### src/hw/rtl/cir_queue.sv
// ----------------------------------------------------------------------------
// cir_queue
// Short register queue between the front and back pipelines.
// ----------------------------------------------------------------------------
module cir_queue #(
  parameter int W     = 8,
  parameter int DEPTH = 4
) (
  input  logic         clk,
  input  logic         rst,
  input  logic         push,
  input  logic [W-1:0] wdata,
  output logic         full,
  input  logic         pop,
  output logic [W-1:0] rdata,
  output logic         empty
);
  localparam int AW = (DEPTH > 1) ? $clog2(DEPTH) : 1;

  logic [W-1:0] mem [0:DEPTH-1];
  logic [AW-1:0] wr_ptr;
  logic [AW-1:0] rd_ptr;
  logic [AW:0]   count;
  logic          do_push;
  logic          do_pop;

  assign full    = count == (AW+1)'(DEPTH);
  assign empty   = count == '0;
  assign do_push = push && !full;
  assign do_pop  = pop && !empty;
  assign rdata   = mem[rd_ptr];

  always_ff @(posedge clk) begin
    if (rst) begin
      wr_ptr <= '0;
      rd_ptr <= '0;
      count  <= '0;
    end else begin
      if (do_push) begin
        wr_ptr <= (wr_ptr == AW'(DEPTH - 1)) ? '0 : wr_ptr + AW'(1);
      end
      if (do_pop) begin
        rd_ptr <= (rd_ptr == AW'(DEPTH - 1)) ? '0 : rd_ptr + AW'(1);
      end
      if (do_push && !do_pop) begin
        count <= count + (AW+1)'(1);
      end else if (do_pop && !do_push) begin
        count <= count - (AW+1)'(1);
      end
    end
  end

  always_ff @(posedge clk) begin
    if (do_push) begin
      mem[wr_ptr] <= wdata;
    end
  end

endmodule

### config.mk
export PLATFORM = sky130hd
export DESIGN_NAME = cir_queue
export DESIGN_NICKNAME = d
export VERILOG_FILES = /design/src/hw/rtl/cir_queue.sv
export SDC_FILE = /design/constraint.sdc
export NUM_CORES = 1
export LEC_CHECK = 0
export BUFFER_PORTS_ARGS = -buffer_cell sky130_fd_sc_hd__buf_2
export CORE_UTILIZATION = 59
export CTS_CLUSTER_SIZE = 28
export DETAILED_ROUTE_END_ITERATION = 7
export GPL_TIMING_DRIVEN = 0
export PLACE_DENSITY_LB_ADDON = 0.1
export SYNTH_ARGS = -nofsm -noshare
export SYNTH_HDL_FRONTEND = slang
export SYNTH_SLANG_ARGS = --single-unit
### constraint.sdc
create_clock -name clk -period 4.19 [get_ports clk]
set_input_delay 0.419 -clock clk [delete_from_list [all_inputs] [get_ports clk]]
set_output_delay 0.419 -clock clk [all_outputs]
set_load 0.03 [all_outputs]
-- Yosys cells after proc, flatten, opt, wreduce, memory -nomap -nowiden
Memories as Yosys holds them, arrays and structs flattened. A register that Yosys moved wholly into a read port is not among the register bits.
Cells that the tools add are included.
- register bits: 7
- bits in writable memories: 32
- input port bits: 12
- output and inout port bits: 10
- word-level logic and storage cells: 29
- memories kept: 1
- memories (memory ; depth ; bits a word ; rd ports ; clocked after memory_dff ; wr ports ; RTL line ; source):
    mem ; 4 ; 8 ; 1 ; 1 ; 1 ; 20 ; logic [W-1:0] mem [0:DEPTH-1];
- add/sub/neg operators: 4
- eq/ne operators: 3
- mux-type cells: 8
- reduce and logical (&&, ||, !) cells: 10
- operator list (cell ; number):
    2-to-1 mux 2 bit ; 4
    2-to-1 mux 3 bit ; 2
    adder 2 x 1 -> 2 bit, second input constant ; 2
    == test 2 bit, second input constant ; 2
    logical AND 1 bit ; 4
    zero test 1 bit ; 4
    adder 3 x 1 -> 3 bit, second input constant ; 1
    == test 3 bit, second input constant ; 1
    zero test 3 bit ; 1
    subtractor 3 x 1 -> 3 bit, second input constant ; 1
    2-to-1 mux 1 bit ; 2
    nonzero test 2 bit ; 1

-- Depth between registers and ports, before layout
Gate-level depths: netlist of the first run.
- depth after elaboration: 7
- mapped depth: 10
- mapped depth without buffers: 9

-- Worst setup path after synthesis of the first run
OpenSTA, ideal clock, no wires.
- path kind: reg-to-reg
- start point: register count[0]
- end point: register count[2]
- setup time: 0.070 ns
- arrival: 2.145 ns
- required time: 4.120 ns
- path slack: 1.975 ns
- stages on the path, launching flop included: 11
- path buffers: 1
- period minus slack after synthesis: 2.215 ns
- cell sequence: dfxtp_1 > or3b_1 > buf_6 > clkinv_4 > nor2_2 > ha_1 > inv_1 > fa_1 > xor2_1 > or3_2 > a21oi_1
- cells in the longest elaborated chain, start to end: 6
- elaborated cells on any way between the ends: 15
- classes of those cells: add/sub (2); eq/ne (1); mux (2); reduce/logical (10)
- RTL lines (what ; RTL line ; source):
    start, declared ; 23 ; logic [AW:0] count;
    start signal, assigned ; 46 ; count <= count + (AW+1)'(1);
    start signal, assigned ; 48 ; count <= count - (AW+1)'(1);
    == test 3 bit * ; 27 ; assign full = count == (AW+1)'(DEPTH);
    net full ; 13 ; output logic full,
    zero test 1 bit * ; 29 ; assign do_push = push && !full;
    logical AND 1 bit * ; 29 ;
    net do_push ; 24 ; logic do_push;
    zero test 1 bit ; 47 ; end else if (do_pop && !do_push) begin
    logical AND 1 bit ; 47 ;
    nonzero test 2 bit (no line) ; - ;
The timed path passes the listed nets; every way through them passes the cells marked *. The select of a mux whose other input is x is not followed.
A chain may end at the register's enable or synchronous reset.

-- Worst setup path in the final report of the first run
- start point: register count[1]
- end point: register count[2]
- cells in the longest elaborated chain, start to end: 6
- elaborated cells on any way between the ends: 15
- classes of those cells: add/sub (2); eq/ne (1); mux (2); reduce/logical (10)
- RTL lines (what ; RTL line):
    == test 3 bit * ; 27
    zero test 1 bit * ; 29
    logical AND 1 bit * ; 29
    net do_push ; 24
    zero test 1 bit ; 47
    logical AND 1 bit ; 47
    nonzero test 2 bit (no line) ; -
Marked as above.

==> impl_results.html, run 1 <==
<table>
<tr><th>Metric</th><th>Value</th></tr>
<tr><th colspan="2">Worst hold path</th></tr>
<tr><td>Hold Path Origin</td><td>wdata[1]</td></tr>
<tr><td>Capture endpoint of the worst hold path</td><td>mem[3][1]</td></tr>
<tr><td>Kind of path behind the tightest hold check</td><td>in2reg</td></tr>
<tr><td>Depth of the worst hold-timing path</td><td>1</td></tr>
<tr><th colspan="2">Drt</th></tr>
<tr><td>Vias</td><td>844</td></tr>
<tr><td>Remaining antenna violation count after routing</td><td>0</td></tr>
<tr><td>Via-to-Cell Ratio</td><td>around 5.6</td></tr>
<tr><td>First-pass iteration count of the detailed router</td><td>4</td></tr>
<tr><td>DRC viols</td><td>0</td></tr>
<tr><td>Starting DRC count in detailed routing</td><td>4</td></tr>
<tr><td>Mean routed wirelength per cell</td><td>between 15 and 20 microns</td></tr>
<tr><td>Final wirelength</td><td>2370 microns</td></tr>
<tr><th colspan="2">Clock network</th></tr>
<tr><td>Post-CTS setup buffer count</td><td>0</td></tr>
<tr><td>Post-cts repair resize count</td><td>0</td></tr>
<tr><td>TritonCTS sink count</td><td>between 40 and 50</td></tr>
<tr><td>Number of H-tree levels</td><td>2</td></tr>
<tr><td># hold bufs at CTS</td><td>0</td></tr>
<tr><td>Deepest clock path buffer count</td><td>2</td></tr>
<tr><td>Clock tree from TritonCTS</td><td>built</td></tr>
<tr><td>Cts bufs inserted</td><td>5</td></tr>
<tr><td>Cell at the root of the clock tree</td><td>sky130_fd_sc_hd__clkbuf_4</td></tr>
<tr><td>Clock-pin slew on the worst setup and hold paths</td><td>around 0.11 ns</td></tr>
<tr><td>Clock latency at the later pin of the worst-skew pair</td><td>between 0.3 and 0.4 ns</td></tr>
<tr><th colspan="2">Timing</th></tr>
<tr><td>Final min period</td><td>about 2.4 ns</td></tr>
<tr><td>Max-Slew Margin vs Limit</td><td>approximately 70%</td></tr>
<tr><td>Hold Vio Cnt, Final</td><td>0</td></tr>
<tr><td>Setup slack of the critical path after layout</td><td>~1.8 ns</td></tr>
<tr><td>Sum Neg Setup Slack</td><td>0 ns</td></tr>
<tr><td>Number of pins with negative max-slew slack in the final report</td><td>0</td></tr>
<tr><td>Setup repair after global routing missed its margin</td><td>false</td></tr>
<tr><td>Final Setup Violations</td><td>0</td></tr>
<tr><td>Final critical-path share of the clock period</td><td>a little under three fifths</td></tr>
<tr><td>Transition time of the tightest slew-check pin</td><td>between 0.4 and 0.5 ns</td></tr>
<tr><td>Maximum clock frequency</td><td>between 0.4 and 0.5 GHz</td></tr>
<tr><td>Worst Skew</td><td>~0.012 ns</td></tr>
<tr><th colspan="2">Critical path</th></tr>
<tr><td>Capturing point of the worst reg2reg path</td><td>count[2]</td></tr>
<tr><td>WP data arrival</td><td>around 2.6 ns</td></tr>
<tr><td>FF-to-FF path depth</td><td>10</td></tr>
<tr><td>Required time of the critical path</td><td>4.47 ns</td></tr>
<tr><td>Critical-path cell list</td><td>or3b_1 &gt; buf_6 &gt; clkinv_4 &gt; nor2_2 &gt; ha_1 &gt; inv_1 &gt; fa_1 &gt; xor2_1 &gt; or3_2 &gt; a21oi_1</td></tr>
<tr><td>CP bufs+invs</td><td>3</td></tr>
<tr><td>Worst-path cell with the longest stage delay</td><td>sky130_fd_sc_hd__dfxtp_1</td></tr>
<tr><td>Largest delay contributor family on the critical path</td><td>simple AND/OR/NAND/NOR gates</td></tr>
<tr><td>Critical Path Source Type</td><td>register</td></tr>
<tr><td>Startpoint-to-endpoint class of the critical path</td><td>reg2reg</td></tr>
<tr><td>Critical path peak fanout</td><td>7</td></tr>
<tr><td>Reg2Reg Launch Point</td><td>count[1]</td></tr>
<tr><td>Critical path capture point type</td><td>register</td></tr>
<tr><td>Slack of the worst reg-to-reg path</td><td>approximately 1.8 ns</td></tr>
<tr><td>Slowest stage delay, CP</td><td>~0.45 ns</td></tr>
<tr><th colspan="2">Logic synthesis</th></tr>
<tr><td>Fraction of the yosys area taken by sequential cells</td><td>a little over two thirds</td></tr>
<tr><td>Post-synthesis net count</td><td>between 100 and 150</td></tr>
<tr><td>Synth Register Bits</td><td>41</td></tr>
<tr><td>Cell count after synthesis</td><td>a little over 90</td></tr>
<tr><td>Fraction of post-synthesis cell area in the top cell type by area</td><td>about three fifths</td></tr>
<tr><td>Average footprint of a synthesized cell</td><td>~18 sq um</td></tr>
<tr><td>Synthesis Warnings</td><td>0</td></tr>
<tr><td>Number of library cell types mapped by synthesis</td><td>26</td></tr>
<tr><td>Area of the mapped netlist</td><td>between 1500 and 2000 sq um</td></tr>
<tr><td>Top area cells in the synthesized netlist</td><td>sky130_fd_sc_hd__edfxtp_1 (58%), sky130_fd_sc_hd__dfxtp_1 (11%), sky130_fd_sc_hd__mux4_2 (11%)</td></tr>
<tr><td>Post-synth top area cell</td><td>sky130_fd_sc_hd__edfxtp_1</td></tr>
<tr><th colspan="2">GRT</th></tr>
<tr><td>Pin count of the biggest net entering global routing</td><td>13</td></tr>
<tr><td>Vias in the first global route</td><td>833</td></tr>
<tr><td>Wire length of the first global-routing pass</td><td>about 3700 microns</td></tr>
<tr><td>Aggregate global routing overflow</td><td>0</td></tr>
<tr><td>Number of antenna violations at the first check in global routing</td><td>0</td></tr>
<tr><td>Total GRT Usage</td><td>19.7%</td></tr>
<tr><th colspan="2">Status</th></tr>
<tr><td>Result of the run</td><td>complete, no violations</td></tr>
<tr><th colspan="2">Floorplanning</th></tr>
<tr><td>Initial core utilization</td><td>between 60 and 70%</td></tr>
<tr><td>Number of primary I/O pins</td><td>22</td></tr>
<tr><td>Core area</td><td>2540 sq um</td></tr>
<tr><td>Height of the die</td><td>~55 microns</td></tr>
<tr><td>Die width</td><td>around 55 microns</td></tr>
<tr><td>Die area</td><td>approximately 3000 sq um</td></tr>
<tr><td>Standard-cell rows</td><td>18</td></tr>
<tr><th colspan="2">Cells and area</th></tr>
<tr><td>Fin nets</td><td>138</td></tr>
<tr><td>Most common cell after layout, fill and taps aside</td><td>sky130_fd_sc_hd__edfxtp_1</td></tr>
<tr><td>Most used cells in the layout excluding fill and tap cells</td><td>sky130_fd_sc_hd__edfxtp_1 (32), sky130_fd_sc_hd__buf_2 (21), sky130_fd_sc_hd__dfxtp_1 (9), sky130_fd_sc_hd__mux4_2 (8), sky130_fd_sc_hd__ha_1 (6)</td></tr>
<tr><td>Fraction of the core area covered by cells at the end of the flow</td><td>between 70% and 80%</td></tr>
<tr><td>Count of inserted antenna diode cells</td><td>0</td></tr>
<tr><td>Post-Layout Cell Count</td><td>150</td></tr>
<tr><td>Fraction of layout cells with a size suffix above 1</td><td>approximately 38%</td></tr>
<tr><td>P&amp;R area growth vs syn</td><td>11.9%</td></tr>
<tr><th colspan="2">Place</th></tr>
<tr><td>Placed wire-length estimate</td><td>1640 microns</td></tr>
<tr><td>Placed cell count</td><td>roughly 140</td></tr>
<tr><td>Placer's final routability congestion estimate</td><td>around 0.67</td></tr>
<tr><td>Worst-case setup slack after placement</td><td>approximately 1.9 ns</td></tr>
<tr><td>Port-buffer cells</td><td>20</td></tr>
<tr><th colspan="2">Power and ir drop</th></tr>
<tr><td>Power density over cell area</td><td>around 580 nW/um^2</td></tr>
<tr><td>Total leakage power</td><td>0.688 nW</td></tr>
<tr><td>Maximum VDD drop</td><td>0.401 mV</td></tr>
<tr><th colspan="2">Flow run</th></tr>
<tr><td>MaxCap Viol Count</td><td>0</td></tr>
</table>
==> layer usage <==
layer  global-route usage, %  share of wire (%)
met5                       0                  0
met3                    6.94                4.0
met1                    20.7                 40
met4                    11.5                1.2
met2                    33.7                 55
==> through the flow <==
stage | power [W] | hold WS (ns) | cell area, sq um
after floorplan | 0.000797 | 0.463 | 1650
after global placement | 0.000867 | 0.481 | 1780
after detailed placement | 0.000883 | 0.483 | 1780
after CTS | 0.00108 | 0.271 | 1840
after global routing | 0.00113 | 0.270 | 1840
final | 0.00107 | 0.287 | 1840
==> worst max path at each step <==
stage	to	cells after the start	start	slack (ns)
floorplan	count[2]	10	count[0]	1.97
finish	count[2]	10	count[1]	1.84
global route	count[2]	10	count[1]	1.72
detailed placement	count[2]	10	count[0]	1.87
global placement	count[2]	10	count[0]	1.93
CTS	count[2]	10	count[1]	1.84
==> report_power, final <==
| part | internal, W | switching (W) |
|---|---|---|
| clock | 0.0000829 | 0.000114 |
| combinational | 0.000140 | 0.000203 |
| sequential | 0.000496 | 0.0000301 |
==> cell families after synthesis <==
family	after synthesis	synth area share [%]
AND/OR/NAND/NOR	16	5.70
buffers and inverters	9	2.89
adder cells (fa/ha/maj)	7	5.78
XOR/XNOR	2	1.06
AO/OA/AOI/OAI	7	3.04
multiplexers	10	12.2
flip-flops	41	69.4
==> layout make-up <==
class / count / area, sq um
Sequential cell: 41 / 1140
Fill cell: 170 / 703
Multi-Input combinational cell: 42 / 457
Timing Repair Buffer: 20 / 100
Clock buffer: 8 / 58.8
Tap cell: 30 / 37.5
Buffer: 4 / 23.8
Inverter: 5 / 23.8
==> registers in the layout, indices dropped and copies added, names as in the netlist, named ones only <==
name,flops
count,3
mem,32
rd_ptr,2
wr_ptr,2
==> Yosys cell counts <==
| cell | n |
|---|---|
| sky130_fd_sc_hd__or3_1 | 1 |
| sky130_fd_sc_hd__mux4_2 | 8 |
| sky130_fd_sc_hd__and3_2 | 4 |
| sky130_fd_sc_hd__o21ai_0 | 1 |
| sky130_fd_sc_hd__nor2_2 | 1 |
| sky130_fd_sc_hd__nor2_1 | 3 |
| sky130_fd_sc_hd__fa_1 | 1 |
| sky130_fd_sc_hd__buf_6 | 1 |
| sky130_fd_sc_hd__nand2_1 | 1 |
| sky130_fd_sc_hd__xor2_1 | 2 |
| sky130_fd_sc_hd__clkinv_4 | 1 |
| sky130_fd_sc_hd__nand3_1 | 2 |
| sky130_fd_sc_hd__o31ai_2 | 2 |
| sky130_fd_sc_hd__clkbuf_1 | 1 |
| sky130_fd_sc_hd__dfxtp_1 | 9 |
| sky130_fd_sc_hd__or3b_1 | 1 |
| sky130_fd_sc_hd__nor3_1 | 2 |
| sky130_fd_sc_hd__buf_2 | 1 |
| sky130_fd_sc_hd__buf_1 | 1 |
| sky130_fd_sc_hd__o21ai_1 | 1 |
| sky130_fd_sc_hd__or3_2 | 1 |
| sky130_fd_sc_hd__ha_1 | 6 |
| sky130_fd_sc_hd__inv_1 | 4 |
| sky130_fd_sc_hd__a21oi_1 | 3 |
| sky130_fd_sc_hd__edfxtp_1 | 32 |
| sky130_fd_sc_hd__mux2i_1 | 2 |
No activity file was read; power rests on OpenSTA's default activity.
==> run 2, diff against run 1 <==
- CORE_UTILIZATION: 59 -> 55
- clock period: 4.19 -> 2.35 ns (I/O delays scaled with it)
==> run 2 against run 1 <==
The flow now finishes with violations (design-rule violations); clock skew decreased by 0.0037 ns; sequential power grew 80%; maximum frequency is 7.0% higher.
==> impl_results.html, run 2 (synthesis gave the netlist of run 1 again) <==
<table>
<tr><th>Metric</th><th>Value</th></tr>
<tr><th colspan="2">Timing</th></tr>
<tr><td>Setup repair after global routing missed its margin</td><td>false</td></tr>
<tr><td>Max-Slew Margin vs Limit</td><td>about two thirds</td></tr>
<tr><td>Transition time of the tightest slew-check pin</td><td>0.487 ns</td></tr>
<tr><td>Final critical-path share of the clock period</td><td>a little over 90%</td></tr>
<tr><td>Maximum clock frequency</td><td>roughly 0.45 GHz</td></tr>
<tr><td>Hold Vio Cnt, Final</td><td>0</td></tr>
<tr><td>Worst Skew</td><td>roughly 0.008 ns</td></tr>
<tr><td>Number of pins with negative max-slew slack in the final report</td><td>0</td></tr>
<tr><td>Sum Neg Setup Slack</td><td>0 ns</td></tr>
<tr><td>Final min period</td><td>2.20 ns</td></tr>
<tr><td>Hold Worst Slack</td><td>about 0.11 ns</td></tr>
<tr><td>Final Setup Violations</td><td>0</td></tr>
<tr><th colspan="2">Worst hold path</th></tr>
<tr><td>Kind of path behind the tightest hold check</td><td>in2reg</td></tr>
<tr><th colspan="2">Critical path</th></tr>
<tr><td>Critical Path Source Type</td><td>register</td></tr>
<tr><td>Critical path capture point type</td><td>register</td></tr>
<tr><td>Largest delay contributor family on the critical path</td><td>simple AND/OR/NAND/NOR gates</td></tr>
<tr><td>Critical path peak fanout</td><td>7</td></tr>
<tr><td>CP bufs+invs</td><td>3</td></tr>
<tr><td>Slowest stage delay, CP</td><td>~0.41 ns</td></tr>
<tr><td>Critical-path cell list</td><td>or3b_1 &gt; buf_6 &gt; clkinv_4 &gt; nor2_4 &gt; ha_2 &gt; inv_1 &gt; fa_1 &gt; xor2_1 &gt; or3_2 &gt; a21oi_1</td></tr>
<tr><td>WP data arrival</td><td>2.46 ns</td></tr>
<tr><td>Startpoint-to-endpoint class of the critical path</td><td>reg2reg</td></tr>
<tr><td>Required time of the critical path</td><td>~2.6 ns</td></tr>
<tr><td>Worst-path cell with the longest stage delay</td><td>sky130_fd_sc_hd__or3_2</td></tr>
<tr><th colspan="2">Cells and area</th></tr>
<tr><td>Count of inserted antenna diode cells</td><td>0</td></tr>
<tr><td>P&amp;R area growth vs syn</td><td>13.1%</td></tr>
<tr><td>Most used cells in the layout excluding fill and tap cells</td><td>sky130_fd_sc_hd__edfxtp_1 (32), sky130_fd_sc_hd__buf_2 (21), sky130_fd_sc_hd__mux4_2 (8), sky130_fd_sc_hd__dfxtp_1 (6)</td></tr>
<tr><td>Fraction of layout cells with a size suffix above 1</td><td>about two fifths</td></tr>
<tr><td>Registers with the highest flip-flop counts</td><td>mem (32), count (3)</td></tr>
<tr><td>Largest Register</td><td>mem</td></tr>
<tr><td>Number of flip-flops under the largest register name</td><td>32</td></tr>
<tr><td>Post-Layout Cell Count</td><td>151</td></tr>
<tr><td>Fin nets</td><td>between 100 and 150</td></tr>
<tr><td>Most common cell after layout, fill and taps aside</td><td>sky130_fd_sc_hd__edfxtp_1</td></tr>
<tr><th colspan="2">Drt</th></tr>
<tr><td>Mean routed wirelength per cell</td><td>15.6 microns</td></tr>
<tr><td>Remaining antenna violation count after routing</td><td>0</td></tr>
<tr><td>First-pass iteration count of the detailed router</td><td>6</td></tr>
<tr><td>Final wirelength</td><td>roughly 2400 microns</td></tr>
<tr><td>DRC viols</td><td>4</td></tr>
<tr><td>Starting DRC count in detailed routing</td><td>17</td></tr>
<tr><td>Via-to-Cell Ratio</td><td>5.48</td></tr>
<tr><td>Vias</td><td>just over 800</td></tr>
<tr><th colspan="2">Status</th></tr>
<tr><td>Result of the run</td><td>finished, violations left</td></tr>
<tr><td>Violated checks</td><td>design-rule violations</td></tr>
<tr><th colspan="2">Power and ir drop</th></tr>
<tr><td>Total leakage power</td><td>slightly below 0.7 nW</td></tr>
<tr><td>Power Total</td><td>about 0.0019 W</td></tr>
<tr><td>Maximum VDD drop</td><td>0.619 mV</td></tr>
<tr><td>Power density over cell area</td><td>1020 nW/um^2</td></tr>
<tr><th colspan="2">Place</th></tr>
<tr><td>Placed cell count</td><td>143</td></tr>
<tr><td>Port-buffer cells</td><td>20</td></tr>
<tr><td>Placer's final routability congestion estimate</td><td>0.686</td></tr>
<tr><td>Placed wire-length estimate</td><td>around 1600 microns</td></tr>
<tr><th colspan="2">GRT</th></tr>
<tr><td>Number of antenna violations at the first check in global routing</td><td>0</td></tr>
<tr><td>Vias in the first global route</td><td>around 860</td></tr>
<tr><td>Aggregate global routing overflow</td><td>0</td></tr>
<tr><td>Pin count of the biggest net entering global routing</td><td>13</td></tr>
<tr><td>Grt peak-use layer</td><td>met2</td></tr>
<tr><td>Total GRT Usage</td><td>approximately 17%</td></tr>
<tr><td>Met3 track utilization from global routing</td><td>slightly above 6%</td></tr>
<tr><td>Met1 Track Usage GR</td><td>19.5%</td></tr>
<tr><td>Wire length of the first global-routing pass</td><td>a little under 4000 microns</td></tr>
<tr><td>Met2 routing resource usage after global routing</td><td>between 20 and 30%</td></tr>
<tr><th colspan="2">Clock network</th></tr>
<tr><td>Deepest clock path buffer count</td><td>2</td></tr>
<tr><td>Number of H-tree levels</td><td>2</td></tr>
<tr><td>TritonCTS sink count</td><td>41</td></tr>
<tr><td># hold bufs at CTS</td><td>0</td></tr>
<tr><td>Cts bufs inserted</td><td>5</td></tr>
<tr><td>Clock latency at the later pin of the worst-skew pair</td><td>0.33 ns</td></tr>
<tr><td>Post-CTS setup buffer count</td><td>0</td></tr>
<tr><td>Cell at the root of the clock tree</td><td>sky130_fd_sc_hd__clkbuf_4</td></tr>
<tr><td>Clock tree from TritonCTS</td><td>built</td></tr>
<tr><td>Clock-pin slew on the worst setup and hold paths</td><td>between 0.1 and 0.15 ns</td></tr>
<tr><th colspan="2">Floorplanning</th></tr>
<tr><td>Number of primary I/O pins</td><td>22</td></tr>
<tr><td>Core area</td><td>2810 sq um</td></tr>
<tr><td>Height of the die</td><td>roughly 57 microns</td></tr>
<tr><td>Die width</td><td>roughly 57 microns</td></tr>
<tr><td>Die area</td><td>3210 sq um</td></tr>
<tr><td>Standard-cell rows</td><td>19</td></tr>
<tr><td>Initial core utilization</td><td>about three fifths</td></tr>
<tr><th colspan="2">Flow run</th></tr>
<tr><td>MaxCap Viol Count</td><td>0</td></tr>
</table>
-- run 2: timing repair --
action / CTS / global route
endpoints found under the hold margin: 0 / 0
setup endpoints to repair: 0 / 1
resized for setup: 0 / 8
-- run 2: per-layer routing --
| metal | part of all wire, % | wire length, microns | vias to the layer above |
|---|---|---|---|
| li1 | - | - | 410 |
| met1 | 43 | 1010 | 397 |
| met2 | 52 | 1220 | 18 |
| met3 | 4.4 | 104 | 2 |
| met4 | 0.68 | 16 | 0 |
| met5 | 0 | 0 | - |
-- run 2: power breakdown --
group	leakage, nW	switching (W)	internal (W)
combinational	0.289	0.000364	0.000258
clock	0.0320	0.000205	0.000114
sequential	0.369	0.0000573	0.000892
total	0.690	0.000626	0.00126
-- run 2: metrics by stage --
step,utilization [%],instance area (sq um),setup slack (ns)
CTS,65.4,1840,0.0416
detailed placement,63.6,1780,0.0728
global route,66.3,1860,0.0225
floorplan,-,1650,0.135
finish,66.3,1860,0.152
global placement,63.6,1780,0.0868
-- run 2: cell type report --
| cell class | count | area [sq um] |
|---|---|---|
| multi-input cells | 42 | 473 |
| well taps | 31 | 38.8 |
| fillers | 216 | 945 |
| repair buffers | 20 | 100 |
| plain buffers | 4 | 23.8 |
| clock inverters | 2 | 10.0 |
| clock buffers | 6 | 41.3 |
| flip-flops and latches | 41 | 1150 |
| inverters | 5 | 23.8 |
-- run 2: path summary, 6_finish.rpt --
path / cells past startpoint / to / startpoint / slack [ns]
setup / recovery: 10 / count[2] / count[2] / 0.15
hold / removal: 1 / mem[3][1] / wdata[1] / 0.11
hold reg to reg: 2 / rd_ptr[0] / rd_ptr[0] / 0.51
setup reg to reg: 10 / count[2] / count[2] / 0.15
==> run 3, diff against run 2 <==
- ABC_AREA: not set -> 1
- CORE_UTILIZATION: 55 -> 59
- SLEW_MARGIN: not set -> 40
- clock period: 2.35 -> 2.6 ns (I/O delays scaled with it)
==> run 3 against run 2 <==
Area after synthesis grew 3.1%; worst setup slack gained 0.54 ns; the flow now finishes without violations; global-route usage grew 3.1 points; first-iteration DRC count grew 140%; count of clock-buffer cells in the layout grew 1; cell count grew 37%; maximum frequency grew 15%; clock skew grew 0.00093 ns.
==> impl_results.html, run 3 <==
<table>
<tr><th>Metric</th><th>Value</th></tr>
<tr><th colspan="2">Critical path</th></tr>
<tr><td>WP data arrival</td><td>around 2.2 ns</td></tr>
<tr><td>Slowest stage delay, CP</td><td>roughly 0.41 ns</td></tr>
<tr><td>Worst-path cell with the longest stage delay</td><td>sky130_fd_sc_hd__dfxtp_1</td></tr>
<tr><td>CP bufs+invs</td><td>4</td></tr>
<tr><td>Critical Path Source Type</td><td>register</td></tr>
<tr><td>Critical path capture point type</td><td>register</td></tr>
<tr><td>Largest delay contributor family on the critical path</td><td>simple AND/OR/NAND/NOR gates</td></tr>
<tr><td>Startpoint-to-endpoint class of the critical path</td><td>reg2reg</td></tr>
<tr><td>Most used cell along the critical path</td><td>sky130_fd_sc_hd__inv_1</td></tr>
<tr><td>Required time of the critical path</td><td>around 2.9 ns</td></tr>
<tr><td>Critical-path cell list</td><td>nor2_1 &gt; nand2_1 &gt; nand2_2 &gt; inv_1 &gt; ha_1 &gt; inv_1 &gt; fa_1 &gt; inv_1 &gt; nand2_1 &gt; nand3_1 &gt; nand2_1 &gt; inv_1 &gt; nor2_1</td></tr>
<tr><td>Critical path peak fanout</td><td>7</td></tr>
<tr><th colspan="2">Drt</th></tr>
<tr><td>Mean routed wirelength per cell</td><td>13.3 microns</td></tr>
<tr><td>Vias</td><td>between 1000 and 1500</td></tr>
<tr><td>Via-to-Cell Ratio</td><td>5.36</td></tr>
<tr><td>DRC viols</td><td>0</td></tr>
<tr><td>Starting DRC count in detailed routing</td><td>a little over 40</td></tr>
<tr><td>Final wirelength</td><td>between 2000 and 3000 microns</td></tr>
<tr><td>Remaining antenna violation count after routing</td><td>0</td></tr>
<tr><td>First-pass iteration count of the detailed router</td><td>4</td></tr>
<tr><th colspan="2">Logic synthesis</th></tr>
<tr><td>Ys flop type</td><td>sky130_fd_sc_hd__edfxtp_1</td></tr>
<tr><td>Post-synthesis net count</td><td>between 150 and 200</td></tr>
<tr><td>Synth cell count leaders</td><td>sky130_fd_sc_hd__nor2_1 (33), sky130_fd_sc_hd__edfxtp_1 (32), sky130_fd_sc_hd__inv_1 (17)</td></tr>
<tr><td>Number of library cell types mapped by synthesis</td><td>19</td></tr>
<tr><td>Synthesis Warnings</td><td>0</td></tr>
<tr><td>Post-synth top area cell</td><td>sky130_fd_sc_hd__edfxtp_1</td></tr>
<tr><td>Number of enable-type register cells in the synthesized netlist</td><td>32</td></tr>
<tr><td>Synth Register Bits</td><td>just over 40</td></tr>
<tr><td>Area of the mapped netlist</td><td>1700 sq um</td></tr>
<tr><td>Average footprint of a synthesized cell</td><td>11.5 sq um</td></tr>
<tr><td>Cell count after synthesis</td><td>~150</td></tr>
<tr><td>Fraction of post-synthesis cell area in the top cell type by area</td><td>a little under three fifths</td></tr>
<tr><td>Top area cells in the synthesized netlist</td><td>sky130_fd_sc_hd__edfxtp_1 (57%), sky130_fd_sc_hd__dfxtp_1 (11%), sky130_fd_sc_hd__nor2_1 (7.3%)</td></tr>
<tr><td>Fraction of the yosys area taken by sequential cells</td><td>approximately two thirds</td></tr>
<tr><td>Fraction of registers with async set/reset</td><td>0%</td></tr>
<tr><td>Library cell with the highest instance count after synthesis</td><td>sky130_fd_sc_hd__nor2_1</td></tr>
<tr><th colspan="2">Clock network</th></tr>
<tr><td>Deepest clock path buffer count</td><td>2</td></tr>
<tr><td>Post-cts repair resize count</td><td>0</td></tr>
<tr><td>TritonCTS sink count</td><td>a little over 40</td></tr>
<tr><td>Clock-pin slew on the worst setup and hold paths</td><td>roughly 0.11 ns</td></tr>
<tr><td>Post-CTS setup buffer count</td><td>0</td></tr>
<tr><td>Cell at the root of the clock tree</td><td>sky130_fd_sc_hd__clkbuf_4</td></tr>
<tr><td>Cts bufs inserted</td><td>5</td></tr>
<tr><td>Number of H-tree levels</td><td>2</td></tr>
<tr><td>Clock tree from TritonCTS</td><td>built</td></tr>
<tr><td>Clock latency at the later pin of the worst-skew pair</td><td>about 0.34 ns</td></tr>
<tr><td># hold bufs at CTS</td><td>0</td></tr>
<tr><th colspan="2">GRT</th></tr>
<tr><td>Aggregate global routing overflow</td><td>0</td></tr>
<tr><td>Vias in the first global route</td><td>1083</td></tr>
<tr><td>Wire length of the first global-routing pass</td><td>4580 microns</td></tr>
<tr><td>Pin count of the biggest net entering global routing</td><td>14</td></tr>
<tr><td>Total GRT Usage</td><td>about 20%</td></tr>
<tr><td>Number of antenna violations at the first check in global routing</td><td>0</td></tr>
<tr><th colspan="2">Timing</th></tr>
<tr><td>Worst Skew</td><td>roughly 0.009 ns</td></tr>
<tr><td>Sum Neg Setup Slack</td><td>0 ns</td></tr>
<tr><td>Hold Vio Cnt, Final</td><td>0</td></tr>
<tr><td>Final Setup Violations</td><td>0</td></tr>
<tr><td>Final critical-path share of the clock period</td><td>between 70% and 80%</td></tr>
<tr><td>Transition time of the tightest slew-check pin</td><td>0.765 ns</td></tr>
<tr><td>Maximum clock frequency</td><td>roughly 0.52 GHz</td></tr>
<tr><td>Max-Slew Margin vs Limit</td><td>around 49%</td></tr>
<tr><td>Setup repair after global routing missed its margin</td><td>false</td></tr>
<tr><td>Final min period</td><td>~1.9 ns</td></tr>
<tr><td>Number of pins with negative max-slew slack in the final report</td><td>0</td></tr>
<tr><th colspan="2">Cells and area</th></tr>
<tr><td>Post-Layout Cell Count</td><td>around 210</td></tr>
<tr><td>Fraction of layout cells with a size suffix above 1</td><td>roughly a fifth</td></tr>
<tr><td>Number of flip-flops under the largest register name</td><td>32</td></tr>
<tr><td>Fraction of the core area covered by cells at the end of the flow</td><td>between 60% and 70%</td></tr>
<tr><td>Count of inserted antenna diode cells</td><td>0</td></tr>
<tr><td>Most used cells in the layout excluding fill and tap cells</td><td>sky130_fd_sc_hd__nor2_1 (33), sky130_fd_sc_hd__edfxtp_1 (32), sky130_fd_sc_hd__buf_2 (21), sky130_fd_sc_hd__inv_1 (17)</td></tr>
<tr><td>P&amp;R area growth vs syn</td><td>12.7%</td></tr>
<tr><td>Most common cell after layout, fill and taps aside</td><td>sky130_fd_sc_hd__nor2_1</td></tr>
<tr><td>Registers with the highest flip-flop counts</td><td>mem (32), count (3)</td></tr>
<tr><td>Fin nets</td><td>around 190</td></tr>
<tr><td>Number of filler instances in the final layout</td><td>between 200 and 250</td></tr>
<tr><td>Total non-filler cell area in the finished layout</td><td>about 1900 sq um</td></tr>
<tr><td>Largest Register</td><td>mem</td></tr>
<tr><th colspan="2">Floorplanning</th></tr>
<tr><td>Height of the die</td><td>approximately 56 microns</td></tr>
<tr><td>Die width</td><td>around 56 microns</td></tr>
<tr><td>Number of primary I/O pins</td><td>22</td></tr>
<tr><td>Initial core utilization</td><td>between 60% and 70%</td></tr>
<tr><td>Core area</td><td>roughly 2700 sq um</td></tr>
<tr><td>Standard-cell rows</td><td>19</td></tr>
<tr><td>Die area</td><td>3090 sq um</td></tr>
<tr><th colspan="2">Place</th></tr>
<tr><td>Placed cell count</td><td>slightly below 200</td></tr>
<tr><td>Port-buffer cells</td><td>21</td></tr>
<tr><td>Placed wire-length estimate</td><td>just under 2000 microns</td></tr>
<tr><td>Placement Cell Area</td><td>about 1800 sq um</td></tr>
<tr><td>Placer's final routability congestion estimate</td><td>around 0.75</td></tr>
<tr><th colspan="2">Power and ir drop</th></tr>
<tr><td>Power density over cell area</td><td>1040 nW/um^2</td></tr>
<tr><td>Total leakage power</td><td>between 0.7 and 0.8 nW</td></tr>
<tr><td>Maximum VDD drop</td><td>approximately 0.86 mV</td></tr>
<tr><th colspan="2">Status</th></tr>
<tr><td>Result of the run</td><td>complete, no violations</td></tr>
<tr><th colspan="2">Flow run</th></tr>
<tr><td>MaxCap Viol Count</td><td>0</td></tr>
<tr><th colspan="2">Worst hold path</th></tr>
<tr><td>Kind of path behind the tightest hold check</td><td>in2reg</td></tr>
</table>
run 3: worst paths after layout:
kind                 start       end  slack (ns)  cells past startpoint
setup / recovery  count[0]  count[2]        0.69                     13
hold / removal         rst  count[0]        0.08                      2
setup reg to reg  count[0]  count[2]        0.69                     13
hold reg to reg   count[1]  count[1]        0.54                      2
run 3: layout make-up:
type	count	area, sq um	share of cell area, %
clock buffers	7	66.3	3.47
flip-flops and latches	41	1140	59.7
plain buffers	2	22.5	1.18
well taps	31	38.8	2.03
inverters	18	67.6	3.53
multi-input cells	86	465	24.3
repair buffers	21	105	5.50
clock inverters	1	5.00	0.262
run 3: kinds of logic after synthesis:
kind of cell	synth area share, %
xor+xnor	0.516
buf+inv	5.31
flops	67.3
simple gates	12.1
compound gates	9.22
fa+ha+maj	5.60
run 3: through the flow:
step	hold WS (ns)	setup WS, ns	total power [W]
after global routing	0.0554	0.541	0.00211
final	0.0821	0.694	0.00198
after global placement	0.431	0.806	0.00162
after CTS	0.0696	0.671	0.00200
after floorplan	0.332	0.910	0.00144
after detailed placement	0.435	0.682	0.00165
run 3: power breakdown:
group,switching (W),total (W),internal (W)
Combinational,0.000509,0.000749,0.000241
Clock,0.000186,0.000349,0.000163
Sequential,0.0000707,0.000883,0.000812
Total,0.000765,0.00198,0.00122
run 3: routing by layer:
| metal | global-route usage, % | wire length, microns | vias up |
|---|---|---|---|
| li1 | - | - | 558 |
| met1 | 23.1 | 1170 | 506 |
| met2 | 32.5 | 1370 | 34 |
| met3 | 5.81 | 117 | 11 |
| met4 | 15.4 | 91 | 0 |
| met5 | 0 | 0 | - |
